**src/hdl/wheel_tach_hysteresis_period_unit_macros.svh**
```systemverilog
// Assertion macros shared by the tachometer RTL.
`ifndef WHEEL_TACH_HYSTERESIS_PERIOD_UNIT_MACROS_SVH
`define WHEEL_TACH_HYSTERESIS_PERIOD_UNIT_MACROS_SVH

// Same-cycle implication, disabled while reset is asserted.
`define WTHP_ASSERT_IMPL(label, clk, rst_n, ante, cons, msg) \
  label: assert property (@(posedge clk) disable iff (!(rst_n)) (ante) |-> (cons)) \
    else $error(msg);

// Next-cycle implication, disabled while reset is asserted.
`define WTHP_ASSERT_NEXT(label, clk, rst_n, ante, cons, msg) \
  label: assert property (@(posedge clk) disable iff (!(rst_n)) (ante) |=> (cons)) \
    else $error(msg);

`endif

```
**src/hdl/wthp_pkg.sv**
```systemverilog
// Types and constants of the wheel tachometer.
`default_nettype none

package wthp_pkg;

  // Sensor edge states as reported on the output.
  localparam logic [1:0] EDGE_UNKNOWN = 2'd0;
  localparam logic [1:0] EDGE_HIGH    = 2'd1;
  localparam logic [1:0] EDGE_LOW     = 2'd2;

  // Configuration register indexes.
  localparam logic [1:0] REG_THRESH_HIGH = 2'd0;
  localparam logic [1:0] REG_THRESH_LOW  = 2'd1;
  localparam logic [1:0] REG_MAGNETS     = 2'd2;
  localparam logic [1:0] REG_USE_DIGITAL = 2'd3;

  localparam int unsigned CFG_W = 12;

  // Timing windows in microseconds.
  localparam logic [31:0] MIN_PERIOD_US = 32'd1000;
  localparam logic [31:0] MAX_PERIOD_US = 32'd10000000;
  localparam logic [31:0] TIMEOUT_US    = 32'd2000000;
  localparam logic [10:0] US_PER_MS     = 11'd1000;

  // Speed numerator 1e6 * 2^16. The quotient is known to fit in 26 bits, so the
  // top ten bits preload the remainder and only 26 bits are shifted in.
  localparam logic [35:0] SPEED_NUM    = 36'hF_4240_0000;
  localparam logic [9:0]  SPEED_NUM_HI = SPEED_NUM[35:26];
  localparam logic [25:0] SPEED_NUM_LO = SPEED_NUM[25:0];

  // Sequencer step counts.
  localparam logic [5:0] MUL_STEPS = 6'd7;
  localparam logic [5:0] AGE_STEPS = 6'd32;
  localparam logic [5:0] RUN_LAST  = 6'd32;

  // Result beat layout.
  localparam int unsigned OUT_BITS = 108;
  localparam int unsigned OUT_W    = 112;

  typedef enum logic [4:0] {
    S_IDLE  = 5'b00001,
    S_CHECK = 5'b00010,
    S_RUN   = 5'b00100,
    S_DONE  = 5'b01000,
    S_HOLD  = 5'b10000
  } fsm_e;

  typedef struct packed {
    logic load;
    logic mul_en;
    logic div_en;
    logic age_en;
  } arith_ctrl_t;

endpackage

`default_nettype wire

```
**src/hdl/wthp_serial_arith.sv**
```systemverilog
// Bit-serial multiply, speed divide and millisecond divide of the tachometer.
`default_nettype none

module wthp_serial_arith (
  input  wire                       clk_i,
  input  wire wthp_pkg::arith_ctrl_t ctrl_i,
  input  wire  [23:0]               period_i,
  input  wire  [6:0]                magnets_i,
  input  wire  [31:0]               age_diff_i,
  output logic [25:0]               speed_o,
  output logic [22:0]               age_o
);
  import wthp_pkg::*;

  logic [30:0] mcand_q, mcand_d;
  logic [6:0]  mag_q, mag_d;
  logic [30:0] prod_q, prod_d;
  logic [30:0] rem_q, rem_d;
  logic [25:0] quo_q, quo_d;
  logic [9:0]  arem_q, arem_d;
  logic [31:0] aq_q, aq_d;

  logic [31:0] div_sh;
  logic [31:0] div_sub;
  logic        div_ge;
  logic [10:0] age_sh;
  logic [10:0] age_sub;
  logic        age_ge;

  assign div_sh  = {rem_q, quo_q[25]};
  assign div_sub = div_sh - {1'b0, prod_q};
  assign div_ge  = div_sh >= {1'b0, prod_q};
  assign age_sh  = {arem_q, aq_q[31]};
  assign age_sub = age_sh - US_PER_MS;
  assign age_ge  = age_sh >= US_PER_MS;

  always_comb begin
    mcand_d = mcand_q;
    mag_d   = mag_q;
    prod_d  = prod_q;
    rem_d   = rem_q;
    quo_d   = quo_q;
    arem_d  = arem_q;
    aq_d    = aq_q;
    if (ctrl_i.load) begin
      mcand_d = {7'd0, period_i};
      mag_d   = magnets_i;
      prod_d  = '0;
      rem_d   = {21'd0, SPEED_NUM_HI};
      quo_d   = SPEED_NUM_LO;
      arem_d  = '0;
      aq_d    = age_diff_i;
    end else begin
      // Shift-and-add, one multiplier bit per cycle, LSB first.
      if (ctrl_i.mul_en) begin
        if (mag_q[0]) begin
          prod_d = prod_q + mcand_q;
        end
        mcand_d = {mcand_q[29:0], 1'b0};
        mag_d   = {1'b0, mag_q[6:1]};
      end
      // Restoring division; quotient bits replace the numerator bits.
      if (ctrl_i.div_en) begin
        rem_d = div_ge ? div_sub[30:0] : div_sh[30:0];
        quo_d = {quo_q[24:0], div_ge};
      end
      if (ctrl_i.age_en) begin
        arem_d = age_ge ? age_sub[9:0] : age_sh[9:0];
        aq_d   = {aq_q[30:0], age_ge};
      end
    end
  end

  always_ff @(posedge clk_i) begin
    mcand_q <= mcand_d;
    mag_q   <= mag_d;
    prod_q  <= prod_d;
    rem_q   <= rem_d;
    quo_q   <= quo_d;
    arem_q  <= arem_d;
    aq_q    <= aq_d;
  end

  assign speed_o = quo_q;
  assign age_o   = aq_q[22:0];

endmodule

`default_nettype wire

```
**src/hdl/wheel_tach_hysteresis_period_unit.sv**
```systemverilog
// Wheel tachometer: hysteresis edge detector with pulse period and speed.
// Each input beat is one sensor poll; each one yields exactly one result beat.
// An item passes in order through the edge decision, the period checks, the
// serial arithmetic (a shift-add multiply of period by magnet count, then a
// bit-serial divide for the speed, with the divide of the pulse age by 1000
// running alongside), the commit of the speed and the load of the output
// register, which waits while an earlier result is still untaken. No new poll
// is taken until the item is through. A result waiting in the output register
// does not stop the block from taking the next poll. There is no memory and
// no start-up pass; polls are taken from the first cycle after reset.
`default_nettype none

module wheel_tach_hysteresis_period_unit #(
  parameter int SAMPLE_BITS = 12
) (
  input  wire                                  clk_i,
  input  wire                                  rst_ni,
  // Configuration writes.
  input  wire                                  cfg_we_i,
  input  wire  [1:0]                           cfg_idx_i,
  input  wire  [wthp_pkg::CFG_W-1:0]           cfg_wdata_i,
  // Poll input: adc_sample, pin_level, now_us (from bit 0 up).
  input  wire                                  s_axis_tvalid,
  output logic                                 s_axis_tready,
  input  wire  [((SAMPLE_BITS+40)/8)*8-1:0]    s_axis_tdata,
  // Result: sensor_state, pulse_detected, pulse_total, period_us,
  // speed_rps_q16, pulse_age_ms (from bit 0 up).
  output logic                                 m_axis_tvalid,
  input  wire                                  m_axis_tready,
  output logic [wthp_pkg::OUT_W-1:0]           m_axis_tdata
);
  import wthp_pkg::*;

  `include "wheel_tach_hysteresis_period_unit_macros.svh"

  localparam int CMP_W = (SAMPLE_BITS > 12) ? SAMPLE_BITS : 12;
  localparam logic [11:0] THR_MASK =
    (SAMPLE_BITS >= 12) ? 12'hFFF : 12'((1 << SAMPLE_BITS) - 1);

  // Configuration registers.
  logic [11:0] th_hi_q, th_lo_q;
  logic [6:0]  magnets_q;
  logic        use_dig_q;

  // Tachometer state and per-item working registers.
  fsm_e        state_q, state_d;
  logic [1:0]  edge_q, edge_d;
  logic [31:0] count_q, count_d;
  logic [31:0] last_q, last_d;
  logic [23:0] per_q, per_d;
  logic [25:0] spd_q, spd_d;
  logic [31:0] now_q, now_d;
  logic [31:0] diff_q, diff_d;
  logic        pulse_q, pulse_d;
  logic        upd_q, upd_d;
  logic [5:0]  step_q, step_d;
  logic        m_valid_q, m_valid_d;
  logic [OUT_BITS-1:0] out_q, out_d;

  // Input fields.
  logic [SAMPLE_BITS-1:0] adc_sample;
  logic                   pin_level;
  logic [31:0]            now_us;

  logic        in_fire;
  logic        is_high, is_low;
  logic [1:0]  edge_next;
  logic        pulse_now;
  logic        live;
  logic [31:0] age_diff;
  logic        timeout;
  logic        upd;
  logic        out_free;
  logic [6:0]  magnets;

  arith_ctrl_t ctrl;
  logic [25:0] speed;
  logic [22:0] age_ms;

  assign adc_sample = s_axis_tdata[SAMPLE_BITS-1:0];
  assign pin_level  = s_axis_tdata[SAMPLE_BITS];
  assign now_us     = s_axis_tdata[SAMPLE_BITS+32:SAMPLE_BITS+1];

  assign s_axis_tready = (state_q == S_IDLE);
  assign in_fire       = s_axis_tvalid && s_axis_tready;
  assign out_free      = !m_valid_q || m_axis_tready;
  assign magnets       = (magnets_q == 7'd0) ? 7'd1 : magnets_q;

  always_ff @(posedge clk_i or negedge rst_ni) begin
    if (!rst_ni) begin
      th_hi_q   <= 12'd2500;
      th_lo_q   <= 12'd1500;
      magnets_q <= 7'd1;
      use_dig_q <= 1'b0;
    end else if (cfg_we_i) begin
      unique case (cfg_idx_i)
        REG_THRESH_HIGH: th_hi_q   <= cfg_wdata_i & THR_MASK;
        REG_THRESH_LOW:  th_lo_q   <= cfg_wdata_i & THR_MASK;
        REG_MAGNETS:     magnets_q <= cfg_wdata_i[6:0];
        REG_USE_DIGITAL: use_dig_q <= cfg_wdata_i[0];
        default: ;
      endcase
    end
  end

  // Level judgment and edge state update.
  always_comb begin
    if (use_dig_q) begin
      is_high = pin_level;
      is_low  = !pin_level;
    end else begin
      is_high = CMP_W'(adc_sample) > CMP_W'(th_hi_q);
      is_low  = CMP_W'(adc_sample) < CMP_W'(th_lo_q);
    end
    edge_next = edge_q;
    pulse_now = 1'b0;
    unique case (edge_q)
      EDGE_HIGH: begin
        if (is_low) begin
          edge_next = EDGE_LOW;
          pulse_now = 1'b1;
        end
      end
      EDGE_LOW: begin
        if (is_high) begin
          edge_next = EDGE_HIGH;
        end
      end
      default: begin
        if (is_high) begin
          edge_next = EDGE_HIGH;
        end else if (is_low) begin
          edge_next = EDGE_LOW;
        end
      end
    endcase
  end

  // After a pulse the age counts from this poll, so it is zero.
  assign live     = pulse_q ? (now_q != 32'd0) : (last_q != 32'd0);
  assign age_diff = (live && !pulse_q) ? diff_q : 32'd0;
  assign timeout  = age_diff > TIMEOUT_US;
  assign upd      = pulse_q && (last_q != 32'd0) &&
                    (diff_q > MIN_PERIOD_US) && (diff_q < MAX_PERIOD_US);

  always_comb begin
    ctrl.load   = (state_q == S_CHECK);
    ctrl.mul_en = (state_q == S_RUN) && (step_q < MUL_STEPS);
    ctrl.div_en = (state_q == S_RUN) && (step_q >= MUL_STEPS);
    ctrl.age_en = (state_q == S_RUN) && (step_q < AGE_STEPS);
  end

  wthp_serial_arith u_arith (
    .clk_i      (clk_i),
    .ctrl_i     (ctrl),
    .period_i   (diff_q[23:0]),
    .magnets_i  (magnets),
    .age_diff_i (age_diff),
    .speed_o    (speed),
    .age_o      (age_ms)
  );

  always_comb begin
    state_d   = state_q;
    edge_d    = edge_q;
    count_d   = count_q;
    last_d    = last_q;
    per_d     = per_q;
    spd_d     = spd_q;
    now_d     = now_q;
    diff_d    = diff_q;
    pulse_d   = pulse_q;
    upd_d     = upd_q;
    step_d    = step_q;
    out_d     = out_q;
    m_valid_d = m_axis_tready ? 1'b0 : m_valid_q;
    unique case (state_q)
      S_IDLE: begin
        if (in_fire) begin
          edge_d  = edge_next;
          pulse_d = pulse_now;
          if (pulse_now) begin
            count_d = count_q + 32'd1;
          end
          now_d   = now_us;
          diff_d  = now_us - last_q;
          state_d = S_CHECK;
        end
      end
      S_CHECK: begin
        if (pulse_q) begin
          last_d = now_q;
        end
        if (upd) begin
          per_d = diff_q[23:0];
        end
        // A timeout never coincides with an update, so the order is free.
        if (timeout) begin
          per_d = '0;
          spd_d = '0;
        end
        upd_d   = upd;
        step_d  = '0;
        state_d = S_RUN;
      end
      S_RUN: begin
        step_d = step_q + 6'd1;
        if (step_q == RUN_LAST) begin
          state_d = S_DONE;
        end
      end
      S_DONE: begin
        if (upd_q) begin
          spd_d = speed;
        end
        state_d = S_HOLD;
      end
      S_HOLD: begin
        if (out_free) begin
          out_d     = {age_ms, spd_q, per_q, count_q, pulse_q, edge_q};
          m_valid_d = 1'b1;
          state_d   = S_IDLE;
        end
      end
      default: state_d = S_IDLE;
    endcase
  end

  always_ff @(posedge clk_i or negedge rst_ni) begin
    if (!rst_ni) begin
      state_q   <= S_IDLE;
      edge_q    <= EDGE_UNKNOWN;
      count_q   <= '0;
      last_q    <= '0;
      per_q     <= '0;
      spd_q     <= '0;
      pulse_q   <= 1'b0;
      upd_q     <= 1'b0;
      step_q    <= '0;
      m_valid_q <= 1'b0;
    end else begin
      state_q   <= state_d;
      edge_q    <= edge_d;
      count_q   <= count_d;
      last_q    <= last_d;
      per_q     <= per_d;
      spd_q     <= spd_d;
      pulse_q   <= pulse_d;
      upd_q     <= upd_d;
      step_q    <= step_d;
      m_valid_q <= m_valid_d;
    end
  end

  always_ff @(posedge clk_i) begin
    now_q  <= now_d;
    diff_q <= diff_d;
    out_q  <= out_d;
  end

  assign m_axis_tvalid = m_valid_q;
  assign m_axis_tdata  = {{(OUT_W-OUT_BITS){1'b0}}, out_q};

  // A counted pulse always leaves the sensor judged low.
  `WTHP_ASSERT_IMPL(a_pulse_low, clk_i, rst_ni, (state_q == S_CHECK) && pulse_q,
    edge_q == EDGE_LOW, "pulse without low state")
  // Speed is only ever nonzero together with a stored period.
  `WTHP_ASSERT_IMPL(a_speed_has_period, clk_i, rst_ni, per_q == 24'd0,
    spd_q == 26'd0, "speed without period")
  // The serial run always starts from step zero and stays in range.
  `WTHP_ASSERT_NEXT(a_run_start, clk_i, rst_ni, state_q == S_CHECK,
    (state_q == S_RUN) && (step_q == 6'd0), "run did not start at step zero")
  `WTHP_ASSERT_IMPL(a_step_range, clk_i, rst_ni, state_q == S_RUN,
    step_q <= RUN_LAST, "serial step out of range")

endmodule

`default_nettype wire
```
**config.mk**
```make
export PLATFORM = sky130hd
export DESIGN_NAME = wheel_tach_hysteresis_period_unit
export DESIGN_NICKNAME = d
export VERILOG_FILES = /design/src/hdl/wthp_pkg.sv /design/src/hdl/wthp_serial_arith.sv /design/src/hdl/wheel_tach_hysteresis_period_unit.sv
export VERILOG_INCLUDE_DIRS = /design/src /design/src/hdl
export SDC_FILE = /design/constraint.sdc
export NUM_CORES = 1
export LEC_CHECK = 0
export BUFFER_PORTS_ARGS = -buffer_cell sky130_fd_sc_hd__buf_2
export CAP_MARGIN = 20
export CORE_MARGIN = 5
export CORE_UTILIZATION = 55
export CTS_CLUSTER_SIZE = 24
export DETAILED_ROUTE_END_ITERATION = 16
export GPL_ROUTABILITY_DRIVEN = 0
export PLACE_DENSITY_LB_ADDON = 0.3
export SLEW_MARGIN = 20
export SYNTH_ARGS = -nofsm -noshare
export SYNTH_HDL_FRONTEND = slang
export SYNTH_SLANG_ARGS = --single-unit
```
**constraint.sdc**
```tcl
create_clock -name clk_i -period 11 [get_ports clk_i]
set_input_delay 0.55 -clock clk_i [delete_from_list [all_inputs] [get_ports clk_i]]
set_output_delay 0.55 -clock clk_i [all_outputs]
set_load 0.01 [all_outputs]
```
======== Word level (Yosys, flattened, before mapping) ========
Cells that the tools add are included.
cells by class
  $add $sub $neg .......................... 6
  reductions and logical operators ........ 34
  muxes and demuxes ....................... 32
  magnitude comparators ................... 10
  eq/ne operators ......................... 17
operator list
  cell                                                                                   number
  24-bit two-way mux                                                                     4
  32-bit two-way mux                                                                     3
  32-bit nonzero test                                                                    2
  26-bit two-way mux                                                                     2
  26-bit case mux with 2 select lines                                                    1
  32-bit by 1-bit adder with 32-bit output, second input constant                        1
  32-bit by 31-bit greater-or-equal comparator with 1-bit output                         1
  32-bit by 10-bit > comparator with 1-bit output, second input constant                 1
  32-bit by 21-bit > comparator with 1-bit output, second input constant                 1
  32-bit by 24-bit less-than comparator with 1-bit output, second input constant         1
  32-bit subtractor                                                                      1
  31-bit adder                                                                           1
  31-bit two-way mux                                                                     1
  31-bit subtractor                                                                      1
  5-bit case mux with 5 select lines                                                     1
  7-bit two-way mux                                                                      3
  2-bit AND reduction                                                                    9
  5-bit two-way mux                                                                      3
  12-bit > comparator                                                                    1
  12-bit less-than comparator                                                            1
  6-bit case mux with 2 select lines                                                     1
  3-bit AND reduction                                                                    4
  11-bit by 10-bit greater-or-equal comparator with 1-bit output, second input constant  1
  10-bit two-way mux                                                                     1
  24 further kinds                                                                       53
word-level totals
  input bits .............................. 67
  bits in registers ....................... 502
  logic and storage cells ................. 124

======== Depth between registers and ports, before layout ========
Gate-level depths: netlist of run 1.
  word-level depth ........................ 7
  depth in mapped cells ................... 14

======== Hierarchy ========
Synthesis of run 1 repeated with hierarchy kept, for this count alone.
unflattened totals
  cell total of the unflattened synthesis .. 2310
  area, all modules ....................... 24957.7 µm²
by module, submodules not included
  module                             cells each  instances  area an instance (µm²)
  wheel_tach_hysteresis_period_unit  1196        1          14686.6
  wthp_serial_arith                  1114        1          10271.1

======== Least setup slack after synthesis of run 1 ========
Ideal clock, no wire load.
  kind .................................... flip-flop to flip-flop
  start ................................... reg state_q[1]
  end ..................................... reg out_q[0], enable pin
  data required time ...................... 10.412 ns
  cell stages (with the launch flop) ...... 4
  path buffers ............................ 0
  clock period less this slack ............ 6.139 ns
  data arrival time ....................... 5.551 ns
  slack ................................... 4.861 ns
  path through ............................ dfrtp_1 nor3_1 nand3b_1 nor2b_1
between the ends
  word-level cells in the longest chain between the ends .. 2
ends and longest elaborated chain
  item                           RTL line                                  source
  start, declared                wheel_tach_hysteresis_period_unit.sv:46   fsm_e state_q, state_d;
  start signal, assigned         wheel_tach_hysteresis_period_unit.sv:242  state_q <= state_d;
  5-bit equality test            wheel_tach_hysteresis_period_unit.sv:177  unique case (state_q)
  2-bit AND reduction (no line)  -
  end signal, assigned           wheel_tach_hysteresis_period_unit.sv:258  out_q <= out_d;
  end, declared                  wheel_tach_hysteresis_period_unit.sv:58   logic [OUT_BITS-1:0] out_q, out_d;
Every way passes these cells.
A chain may end at the register's enable or synchronous reset.

======== Final worst setup path of run 1 ========
  start ................................... reg u_arith.quo_q[25] (netlist: u_arith.speed_o[25])
  end ..................................... reg u_arith.rem_q[23]
between the ends
  word-level cells in the longest chain between the ends .. 2
  elaborated cells on any way between the ends .. 3
  classes of those cells .................. 1 x add/sub; 1 x order compare; 1 x mux
ends and longest elaborated chain
  item                                                                                                 RTL line                                          source
  start, declared                                                                                      wthp_serial_arith.sv:19                           logic [25:0] quo_q, quo_d;
  start signal, assigned                                                                               wthp_serial_arith.sv:79                           quo_q <= quo_d;
  31-bit subtractor or 32-bit by 31-bit greater-or-equal comparator with 1-bit output (tied branches)  wthp_serial_arith.sv:31, wthp_serial_arith.sv:32
  31-bit two-way mux *                                                                                 wthp_serial_arith.sv:64                           rem_d = div_ge ? div_sub[30:0] : div_sh[30:0];
  end signal, assigned                                                                                 wthp_serial_arith.sv:78                           rem_q <= rem_d;
  end, declared                                                                                        wthp_serial_arith.sv:18                           logic [30:0] rem_q, rem_d;
Mark *: on every way between the ends. The rest lies on a longest branch, timed or not.

==> results.yml, run 1 <==
outcome:
  run_status: "completed"
final_layout:
  n_antenna_cell: 0
  final_layout_size_suffix_gt1_frac: 0.153
  postLayoutCoreUtil: 0.627
  area_delta_synth_final_pct: 12.7
  number_of_nets_in_the_finished_design: 2554
  instances_no_fill: 2991
route:
  wire_per_inst_um: 17.3
  count_of_vias_placed_by_the_detailed_router: 16900
  vias_per_cell: 5.66
  drt-pass1-iter-count: 5
  ant_nets: 0
  wl_um: 51700
  drt_drc_violations_left: 0
  drt-initial-drc-count: 1046
cts:
  post_cts_resized: 0
  worstSkewPairLatency_ps: 590
  clkSlewWorstSetupHoldPaths_ps: 60
  cts_buffer_depth: 3
  cts.hold.buffers_added: 0
  number_of_levels_the_h_tree_was_split_into: 2
  cts_inserted_buffers: 51
  cts.repair_timing.setup_buffer_count: 0
  tritoncts_num_sinks: 502
  tritoncts_clock_tree: "yes"
  ctsRootBufferMaster: "sky130_fd_sc_hd__clkbuf_16"
setup_path:
  crit_end: "u_arith.rem_q[23]"
  worst_r2r_path_depth: 13
  r2r_slack_ps: 7000
  worst_r2r_startpoint: "u_arith.speed_o[25]"
  cpMaxStageDelayCell: "sky130_fd_sc_hd__buf_4"
  r2r_end: "u_arith.rem_q[23]"
  worst_setup_path_start: "u_arith.speed_o[25]"
  crit_path_end_kind: "flip-flop"
  crit_path_max_incr_delay_ps: 450
  path_depth: 13
  critPathLaunchType: "flip-flop"
  timing.critical_path.cells: "inv_1 > ha_1 > fa_1 > nand2b_1 > a21boi_1 > o21ai_1 > a211o_1 > a21bo_1 > nand4_2 > and2_1 > buf_4 > nand2_1 > o32ai_1"
  critical-path-top-delay-family: "compound AO/OA/AOI/OAI gates"
  cp_max_fo: 26
  setup.worst_path.class: "flip-flop to flip-flop"
  cp.buffers_inverters: 2
  timing.critical_path.required_ps: 11480
  arrival_ps: 4480
sta:
  fin_setup_tns_ps: 0
  max_freq_mhz: 250
  finalHoldViolCount: 0
  finalSetupViolCount: 0
  timing.final.max_slew_violations: 0
  setup_repair_after_global_routing_missed_its_margin: "no"
  finalCritPeriodShare: 0.364
  tightestPinTransition_ps: 1020
  worst_slew_margin_rel: 0.320
  period_minus_slack_ps: 4000
  clock_skew_ps: 21.8
floorplan:
  num_io_pins: 181
  die_area_um2: 47800
  die_h_um: 219
  initial_core_utilization: 0.556
  core_area_um2: 43100
  std_cell_rows: 76
  die_width_um: 219
power_and_ir_drop:
  power.static_leakage_nw: 11.1
  power-per-cell-area_nw_per_um2: 233
  max-vdd-ir-drop_uv: 185
place:
  place_inst: 2895
  dpl.hpwl_um: 36100
  numPortBuffers: 173
global_routing:
  globalRoute.totalOverflow: 0
  number_of_global_route_vias_before_repair: 16700
  first_pass_grt_wire_length_um: 83600
  grt_use_total: 0.213
  number_of_antenna_violations_at_the_first_check_in_global_routing: 0
  grt_start_max_net_pins: 100
yosys:
  area_of_the_mapped_netlist_um2: 24000
  ys_warn_count: 0
  netlist.area_leader.share: 0.294
  post_synth.cell_area_avg_um2: 10.9
  synth_seq_cells: 502
  count_of_flip_flops_with_a_built_in_enable_after_synthesis: 235
  netlist_instances: 2199
  postSynth.asyncResetShare: 0.323
  synth_sequential_area_ratio: 0.552
  netlist_top_cells_area: "sky130_fd_sc_hd__edfxtp_1 29%, sky130_fd_sc_hd__dfrtp_1 15%, sky130_fd_sc_hd__dfxtp_1 8.8%"
  predominant_post_synthesis_flop_cell: "sky130_fd_sc_hd__edfxtp_1"
  synth.largest_area_cell: "sky130_fd_sc_hd__edfxtp_1"
  synth.lib_cells_used.distinct: 80
run:
  max_cap_viol_count: 0
worst_hold_path:
  hold_class: "input pin to async pin"
-- report_power, final --
| part | leakage [nW] | total, mW | switching [mW] | internal (mW) |
|---|---|---|---|---|
| combinational | 5.26 | 2.12 | 1.24 | 0.876 |
| clock | 0.768 | 1.65 | 0.717 | 0.932 |
| sequential | 5.10 | 2.54 | 0.196 | 2.34 |
-- logic make-up after synthesis --
kind of cell / Yosys count / share of synthesized area
adders and majority gates: 124 / 0.0657
muxes: 87 / 0.0393
and+or+nand+nor: 575 / 0.119
xor gates and xnor gates: 103 / 0.0376
AOI/OAI and AO/OA: 550 / 0.143
other: 1 / 0.000156
buffers and inverters: 257 / 0.0428
DFF: 502 / 0.552
-- metrics by stage --
stage	hold slack [ps]	power (mW)	area (um^2)	worst slack (ps)
floorplan	254	4.19	24000	4860
global placement	430	4.59	25400	7170
detailed placement	430	4.66	25400	7040
CTS	90.7	6.33	27000	7020
global route	145	6.68	27000	6720
finish	79.0	6.30	27000	7000
-- metal layers --
| layer | up-vias | routed length [um] | track usage |
|---|---|---|---|
| met4 | 2 | 1330 | 0.0653 |
| met2 | 448 | 25500 | 0.368 |
| li1 | 8286 | - | - |
| met1 | 8119 | 21900 | 0.276 |
| met5 | - | 74 | 0.0115 |
| met3 | 79 | 2840 | 0.0353 |
-- placed cells by master, fill, tap and decap left out, types with 14 or more instances in the layout --
cell type	synthesis	final
sky130_fd_sc_hd__a21o_1	47	47
sky130_fd_sc_hd__a211oi_1	18	18
sky130_fd_sc_hd__nor3_1	24	24
sky130_fd_sc_hd__buf_2	15	172
sky130_fd_sc_hd__nor4_1	19	19
sky130_fd_sc_hd__a22o_1	31	31
sky130_fd_sc_hd__o21ai_1	58	57
sky130_fd_sc_hd__nand2b_1	18	18
sky130_fd_sc_hd__mux2i_1	31	31
sky130_fd_sc_hd__clkbuf_1	45	16
sky130_fd_sc_hd__and3_1	21	21
sky130_fd_sc_hd__buf_4	7	21
sky130_fd_sc_hd__dfxtp_1	105	105
sky130_fd_sc_hd__nor2_1	76	75
sky130_fd_sc_hd__clkbuf_16	0	52
sky130_fd_sc_hd__dfstp_2	14	14
sky130_fd_sc_hd__o21ai_0	123	121
sky130_fd_sc_hd__mux2_2	54	54
sky130_fd_sc_hd__ha_1	121	121
sky130_fd_sc_hd__a31oi_1	16	16
sky130_fd_sc_hd__o21a_1	23	23
sky130_fd_sc_hd__inv_1	171	170
sky130_fd_sc_hd__nand3_1	111	111
sky130_fd_sc_hd__xor2_1	36	36
sky130_fd_sc_hd__edfxtp_1	235	235
sky130_fd_sc_hd__nand4_1	28	28
sky130_fd_sc_hd__xnor2_1	67	67
sky130_fd_sc_hd__dfrtp_1	148	148
sky130_fd_sc_hd__a21oi_1	139	139
sky130_fd_sc_hd__nand2_1	197	197
-- layout make-up --
class	instances	area, um^2
Timing Repair Buffer	194	1030
Clock inverter	23	165
Clock buffer	73	1430
Inverter	171	642
Sequential cell	502	13200
Tap cell	585	732
Fill cell	3338	16100
Multi-Input combinational cell	1443	9780
-- state kept, by name, summed over array words and instances (netlist names), 32 cells and up --
| register | flops |
|---|---|
| count_q | 32 |
| diff_q | 32 |
| last_q | 32 |
| out_q | 108 |
| u_arith.aq_q | 32 |
| now_q | 32 |
-- cell usage after synthesis (all sizes together) (19+ instances only) --
cell,instances
nand3,111
dfrtp,148
a22o,31
a21o,47
edfxtp,235
ha,121
inv,171
o21ai,183
nand2,197
nor2,77
mux2i,31
mux2,56
nor3,27
a21oi,140
nor4,19
o21a,23
buf,41
dfxtp,105
nand4,29
clkbuf,45
and3,21
xor2,36
xnor2,67
-- how the worst min path moves through the flow --
stage	from	endpoint	slack, ps	cells after the start
6_report	rst_ni	last_q[5]	80	1
3_3_place_gp	per_q[16]	out_q[51]	430	0
4_1_cts	rst_ni	last_q[5]	90	1
2_1_floorplan	rst_ni	count_q[0]	250	0
5_1_grt	s_axis_tdata[36]	now_q[23]	140	1
3_5_place_dp	spd_q[13]	out_q[72]	430	0
No activity file was read; power rests on OpenSTA's default activity.
==> run 2, diff against run 1 <==
==> constraint.sdc (replaced) <==
create_clock -name clk_i -period 4.15 [get_ports clk_i]
set_input_delay 0.2075 -clock clk_i [delete_from_list [all_inputs] [get_ports clk_i]]
set_output_delay 0.2075 -clock clk_i [all_outputs]
set_load 0.01 [all_outputs]
==> run 2 against run 1 <==
Critical path depth decreased by 2. Global-route usage grew 0.46 points. Clock skew fell by 4.6 ps. Setup slack got worse by 6400 ps. Sequential power grew to 2.6 times the previous value. Clock power rose to 2.9 times the previous value. Sequential share of layout area decreased by 1.3 points. Critical endpoint is now diff_q[30]. Largest cell class unchanged.
==> results.yml, run 2 (same netlist as run 1, synthesis figures left out) <==
outcome:
  run_status: "completed"
final_layout:
  area_delta_synth_final_pct: 15.8
  largest-register: "out_q"
  number_of_nets_in_the_finished_design: 2610
  final_cell_mix: "235 x sky130_fd_sc_hd__edfxtp_1, 197 x sky130_fd_sc_hd__nand2_1, 172 x sky130_fd_sc_hd__buf_2"
  n_antenna_cell: 0
  final_layout_size_suffix_gt1_frac: 0.154
  largest_register_ff_count: 108
  fillerInstances: 3261
  final_common_cell: "sky130_fd_sc_hd__edfxtp_1"
floorplan:
  core_area_um2: 43100
  die_h_um: 219
  num_io_pins: 181
  die_width_um: 219
  die_area_um2: 47800
  initial_core_utilization: 0.556
  std_cell_rows: 76
setup_path:
  r2r_slack_ps: 620
  worst_r2r_path_depth: 11
  path_depth: 11
  worst_r2r_startpoint: "last_q[0]"
  cpMostUsedCell: "sky130_fd_sc_hd__a21oi_1"
  crit_path_max_incr_delay_ps: 480
  setup.worst_path.class: "flip-flop to flip-flop"
  crit_path_end_kind: "flip-flop"
  timing.critical_path.required_ps: 4490
  cp.buffers_inverters: 0
  cp_max_fo: 4
  critical-path-top-delay-family: "compound AO/OA/AOI/OAI gates"
  cpMaxStageDelayCell: "sky130_fd_sc_hd__a211oi_1"
  timing.critical_path.cells: "ha_1 > fa_1 > nor2b_1 > o21ai_1 > a211o_1 > a211oi_1 > a21oi_1 > o31a_1 > o31ai_1 > a21oi_1 > xnor2_1"
  critPathLaunchType: "flip-flop"
  arrival_ps: 3870
  r2r_end: "diff_q[30]"
global_routing:
  grt_use_total: 0.217
  first_pass_grt_wire_length_um: 86000
  number_of_global_route_vias_before_repair: 17300
  globalRoute.totalOverflow: 0
  grt_start_max_net_pins: 87
  number_of_antenna_violations_at_the_first_check_in_global_routing: 0
cts:
  cts_inserted_buffers: 50
  number_of_levels_the_h_tree_was_split_into: 2
  ctsRootBufferMaster: "sky130_fd_sc_hd__clkbuf_16"
  clkSlewWorstSetupHoldPaths_ps: 60
  tritoncts_num_sinks: 502
  tritoncts_clock_tree: "yes"
  worstSkewPairLatency_ps: 600
  cts_buffer_depth: 3
  cts.repair_timing.setup_buffer_count: 0
sta:
  finalHoldViolCount: 0
  max_freq_mhz: 283
  clock_skew_ps: 17.2
  setup_repair_after_global_routing_missed_its_margin: "no"
  finalSetupViolCount: 0
  worst_slew_margin_rel: 0.307
  period_minus_slack_ps: 3530
  timing.final.max_slew_violations: 0
  fin_setup_tns_ps: 0
  finalHoldWorstSlack_ps: 227
  tightestPinTransition_ps: 1040
  finalCritPeriodShare: 0.851
power_and_ir_drop:
  power_report.internal_total_mw: 11.4
  max-vdd-ir-drop_uv: 447
  p_seq_frac: 0.391
  pwr-share-comb: 0.334
  p_sw_frac: 0.337
  clkPwrFrac: 0.275
  power-per-cell-area_nw_per_um2: 620
  power.static_leakage_nw: 11.5
  power.switching_mw: 5.79
route:
  drt-initial-drc-count: 1102
  wire_per_inst_um: 17.1
  drt_drc_violations_left: 0
  ant_nets: 0
  vias_per_cell: 5.64
  drt-pass1-iter-count: 5
  wl_um: 52100
  count_of_vias_placed_by_the_detailed_router: 17200
worst_hold_path:
  hold_depth: 4
  hold_path_end: "edge_q[0]"
  hold_class: "input pin to flip-flop"
  worst_hold_startpoint: "s_axis_tdata[12]"
run:
  max_cap_viol_count: 0
place:
  dpl.hpwl_um: 36700
  numPortBuffers: 173
run 2: metrics by stage:
| step | cells | worst slack (ps) | utilization | area, um^2 | power, mW |
|---|---|---|---|---|---|
| 2_1_floorplan | 2202 | 88.2 | - | 24000 | 11.1 |
| 3_3_place_gp | 2902 | 775 | 0.592 | 25500 | 12.2 |
| 3_5_place_dp | 2902 | 695 | 0.592 | 25500 | 12.5 |
| 4_1_cts | 3046 | 671 | 0.644 | 27800 | 17.3 |
| 5_1_grt | 3046 | 497 | 0.644 | 27800 | 18.2 |
| 6_report | 3046 | 620 | 0.644 | 27800 | 17.2 |
run 2: cell type report:
type                            count  area (um^2)  share of cell area
Clock inverter                     28          342              0.0123
Timing Repair Buffer              251         1630              0.0588
Tap cell                          585          732              0.0264
Multi-Input combinational cell   1443         9780               0.352
Sequential cell                   502        13200               0.477
Inverter                          171          642              0.0231
Clock buffer                       66         1390              0.0502
run 2: how the worst max path moves through the flow:
stage	startpoint	endpoint	slack (ps)
finish	last_q[0]	diff_q[30]	620
global route	last_q[0]	diff_q[30]	500
CTS	last_q[0]	diff_q[30]	670
detailed placement	last_q[0]	diff_q[30]	690
global placement	last_q[0]	diff_q[30]	780
floorplan	state_q[1]	out_q[0]	90
run 2: metal layers:
layer,GRT usage,vias up,share of wire
met5,0,-,0
met1,0.281,8191,0.43
met2,0.370,458,0.49
met3,0.0395,122,0.051
met4,0.0766,0,0.031
li1,-,8407,-
run 2: power by group through the flow:
stage | logic [mW] | clock network [mW] | registers, mW
2_1_floorplan | 4.47 | 0 | 6.62
3_3_place_gp | 5.44 | 0 | 6.78
3_5_place_dp | 5.64 | 0 | 6.82
4_1_cts | 5.72 | 4.82 | 6.72
5_1_grt | 6.39 | 5.04 | 6.81
6_report | 5.75 | 4.72 | 6.72
run 2: worst min-delay path, delay by kind of cell:
family	cells	cell delay, ps
simple gates	1	100
compound gates	2	380
buf+inv	1	80
run 2: timing repair:
item,4_1_cts,5_1_grt
hold buffers,50,0
gates resized for setup,0,0
endpoints found under the hold margin,153,0
==> run 3, diff against run 2 <==
--- a/config.mk
+++ b/config.mk
@@ -13,7 +13,7 @@
 export CTS_CLUSTER_SIZE = 24
 export DETAILED_ROUTE_END_ITERATION = 16
 export GPL_ROUTABILITY_DRIVEN = 0
-export PLACE_DENSITY_LB_ADDON = 0.3
+export PLACE_DENSITY = 0.82
 export SLEW_MARGIN = 20
 export SYNTH_ARGS = -nofsm -noshare
 export SYNTH_HDL_FRONTEND = slang
==> constraint.sdc (replaced) <==
create_clock -name clk_i -period 4.15 [get_ports clk_i]
set_input_delay 0.6225 -clock clk_i [delete_from_list [all_inputs] [get_ports clk_i]]
set_output_delay 0.6225 -clock clk_i [all_outputs]
set_load 0.01 [all_outputs]
==> run 3 against run 2 <==
Utilization down 1.5 points. Sequential share of layout area up 1.1 points. Sequential cell count unchanged. Sequential power about the same. First-iteration DRC count up 13%. Die area unchanged. Fmax down 1.3%. Hold slack worse by 150 ps. Non-clock buffer count down 54. Count of clock-buffer cells in the layout up 10. Total power down 1.0%. Largest cell class unchanged. Highest routed layer is now met5.
==> results.yml, run 3 (same netlist as run 1, synthesis figures left out) <==
floorplan:
  initial_core_utilization: 0.556
  die_width_um: 219
  die_h_um: 219
  die_area_um2: 47800
  num_io_pins: 181
  core_area_um2: 43100
  std_cell_rows: 76
cts:
  clkSlewWorstSetupHoldPaths_ps: 60
  tritoncts_clock_tree: "yes"
  cts.hold.buffers_added: 0
  worstSkewPairLatency_ps: 590
  ctsRootBufferMaster: "sky130_fd_sc_hd__clkbuf_16"
  post_cts_resized: 0
  number_of_levels_the_h_tree_was_split_into: 2
  cts_inserted_buffers: 51
  cts_buffer_depth: 3
  tritoncts_num_sinks: 502
  cts.repair_timing.setup_buffer_count: 0
sta:
  layout_setup_ws_ps: 572
  worst_slew_margin_rel: 0.327
  period_minus_slack_ps: 3580
  setup_repair_after_global_routing_missed_its_margin: "no"
  finalCritPeriodShare: 0.862
  tightestPinTransition_ps: 1010
  finalHoldViolCount: 0
  max_freq_mhz: 280
  clock_skew_ps: 23.0
  fin_setup_tns_ps: 0
  finalSetupViolCount: 0
  timing.final.max_slew_violations: 0
run:
  max_cap_viol_count: 0
route:
  wl_um: 52600
  vias_per_cell: 5.77
  ant_nets: 0
  count_of_vias_placed_by_the_detailed_router: 17300
  drt_drc_violations_left: 0
  wire_per_inst_um: 17.6
  drt-pass1-iter-count: 5
  drt-initial-drc-count: 1243
final_layout:
  area_delta_synth_final_pct: 13.2
  fillerInstances: 3273
  number_of_nets_in_the_finished_design: 2557
  final_cell_mix: "235 x sky130_fd_sc_hd__edfxtp_1, 197 x sky130_fd_sc_hd__nand2_1, 172 x sky130_fd_sc_hd__buf_2"
  largest_register_ff_count: 108
  largest-register: "out_q"
  n_antenna_cell: 0
  final_common_cell: "sky130_fd_sc_hd__edfxtp_1"
  final_layout_size_suffix_gt1_frac: 0.153
global_routing:
  first_pass_grt_wire_length_um: 86200
  globalRoute.totalOverflow: 0
  number_of_global_route_vias_before_repair: 17200
  grt_start_max_net_pins: 87
  grt_use_total: 0.217
  number_of_antenna_violations_at_the_first_check_in_global_routing: 2
setup_path:
  r2r_end: "diff_q[30]"
  crit_end: "diff_q[30]"
  cp.buffers_inverters: 0
  cpMostUsedCell: "sky130_fd_sc_hd__a21oi_1"
  cp_max_fo: 4
  worst_r2r_startpoint: "last_q[0]"
  r2r_slack_ps: 570
  crit_path_max_incr_delay_ps: 490
  cpMaxStageDelayCell: "sky130_fd_sc_hd__a211oi_1"
  worst_setup_path_start: "last_q[0]"
  arrival_ps: 3910
  setup.worst_path.class: "flip-flop to flip-flop"
  timing.critical_path.cells: "ha_1 > fa_1 > nor2b_1 > o21ai_1 > a211o_1 > a211oi_1 > a21oi_1 > o31a_1 > o31ai_1 > a21oi_1 > xnor2_1"
  path_depth: 11
  critPathLaunchType: "flip-flop"
  critical-path-top-delay-family: "compound AO/OA/AOI/OAI gates"
  worst_r2r_path_depth: 11
  timing.critical_path.required_ps: 4480
  crit_path_end_kind: "flip-flop"
power_and_ir_drop:
  clkPwrFrac: 0.266
  max-vdd-ir-drop_uv: 545
  power-per-cell-area_nw_per_um2: 628
  p_sw_frac: 0.342
  p_seq_frac: 0.395
  pwr-share-comb: 0.338
  power.switching_mw: 5.81
  power_report.internal_total_mw: 11.2
  power.static_leakage_nw: 11.2
outcome:
  run_status: "completed"
place:
  dpl_worst_slack_ps: 385
  dpl.hpwl_um: 36500
  numPortBuffers: 173
worst_hold_path:
  hold_class: "input pin to async pin"
[run 3: metal layers]
| metal | track usage | vias to the layer above | routed length, um |
|---|---|---|---|
| li1 | - | 8297 | - |
| met1 | 0.283 | 8258 | 21700 |
| met4 | 0.0779 | 4 | 1800 |
| met2 | 0.373 | 580 | 25800 |
| met5 | 0 | - | 21 |
| met3 | 0.0338 | 138 | 3280 |
[run 3: worst min-delay path by stage]
stage	from	to	slack, ps	cells past startpoint
after floorplan	rst_ni	count_q[0]	330	0
after global placement	per_q[15]	out_q[50]	430	0
after detailed placement	count_q[30]	out_q[33]	430	0
after CTS	rst_ni	last_q[5]	110	1
after global routing	rst_ni	last_q[5]	130	1
final	rst_ni	last_q[5]	80	1
[run 3: stage by stage]
step	cells	power (mW)	hold slack, ps	area, um^2	util
floorplan	2202	11.1	327	24000	-
global placement	2898	12.1	430	25500	0.591
detailed placement	2898	12.4	431	25500	0.591
CTS	2993	17.0	109	27100	0.630
global route	2993	18.0	134	27100	0.630
finish	2993	17.0	78.0	27100	0.630
[run 3: power groups by stage]
stage          sequential [mW]  clock [mW]  combinational (mW)
2_1_floorplan             6.62           0                4.47
3_3_place_gp              6.76           0                5.37
3_5_place_dp              6.81           0                5.61
4_1_cts                   6.72        4.61                5.69
5_1_grt                   6.80        4.82                6.33
6_report                  6.73        4.54                5.76
[run 3: final cells by class]
cell class | instances | area, um^2 | area share
sequential | 502 | 13200 | 0.488
timing repair buffer | 197 | 1080 | 0.0397
clock inverter | 19 | 171 | 0.00632
tap | 585 | 732 | 0.0270
inverter | 171 | 642 | 0.0237
clock buffer | 76 | 1480 | 0.0547
multi-input combinational | 1443 | 9780 | 0.361
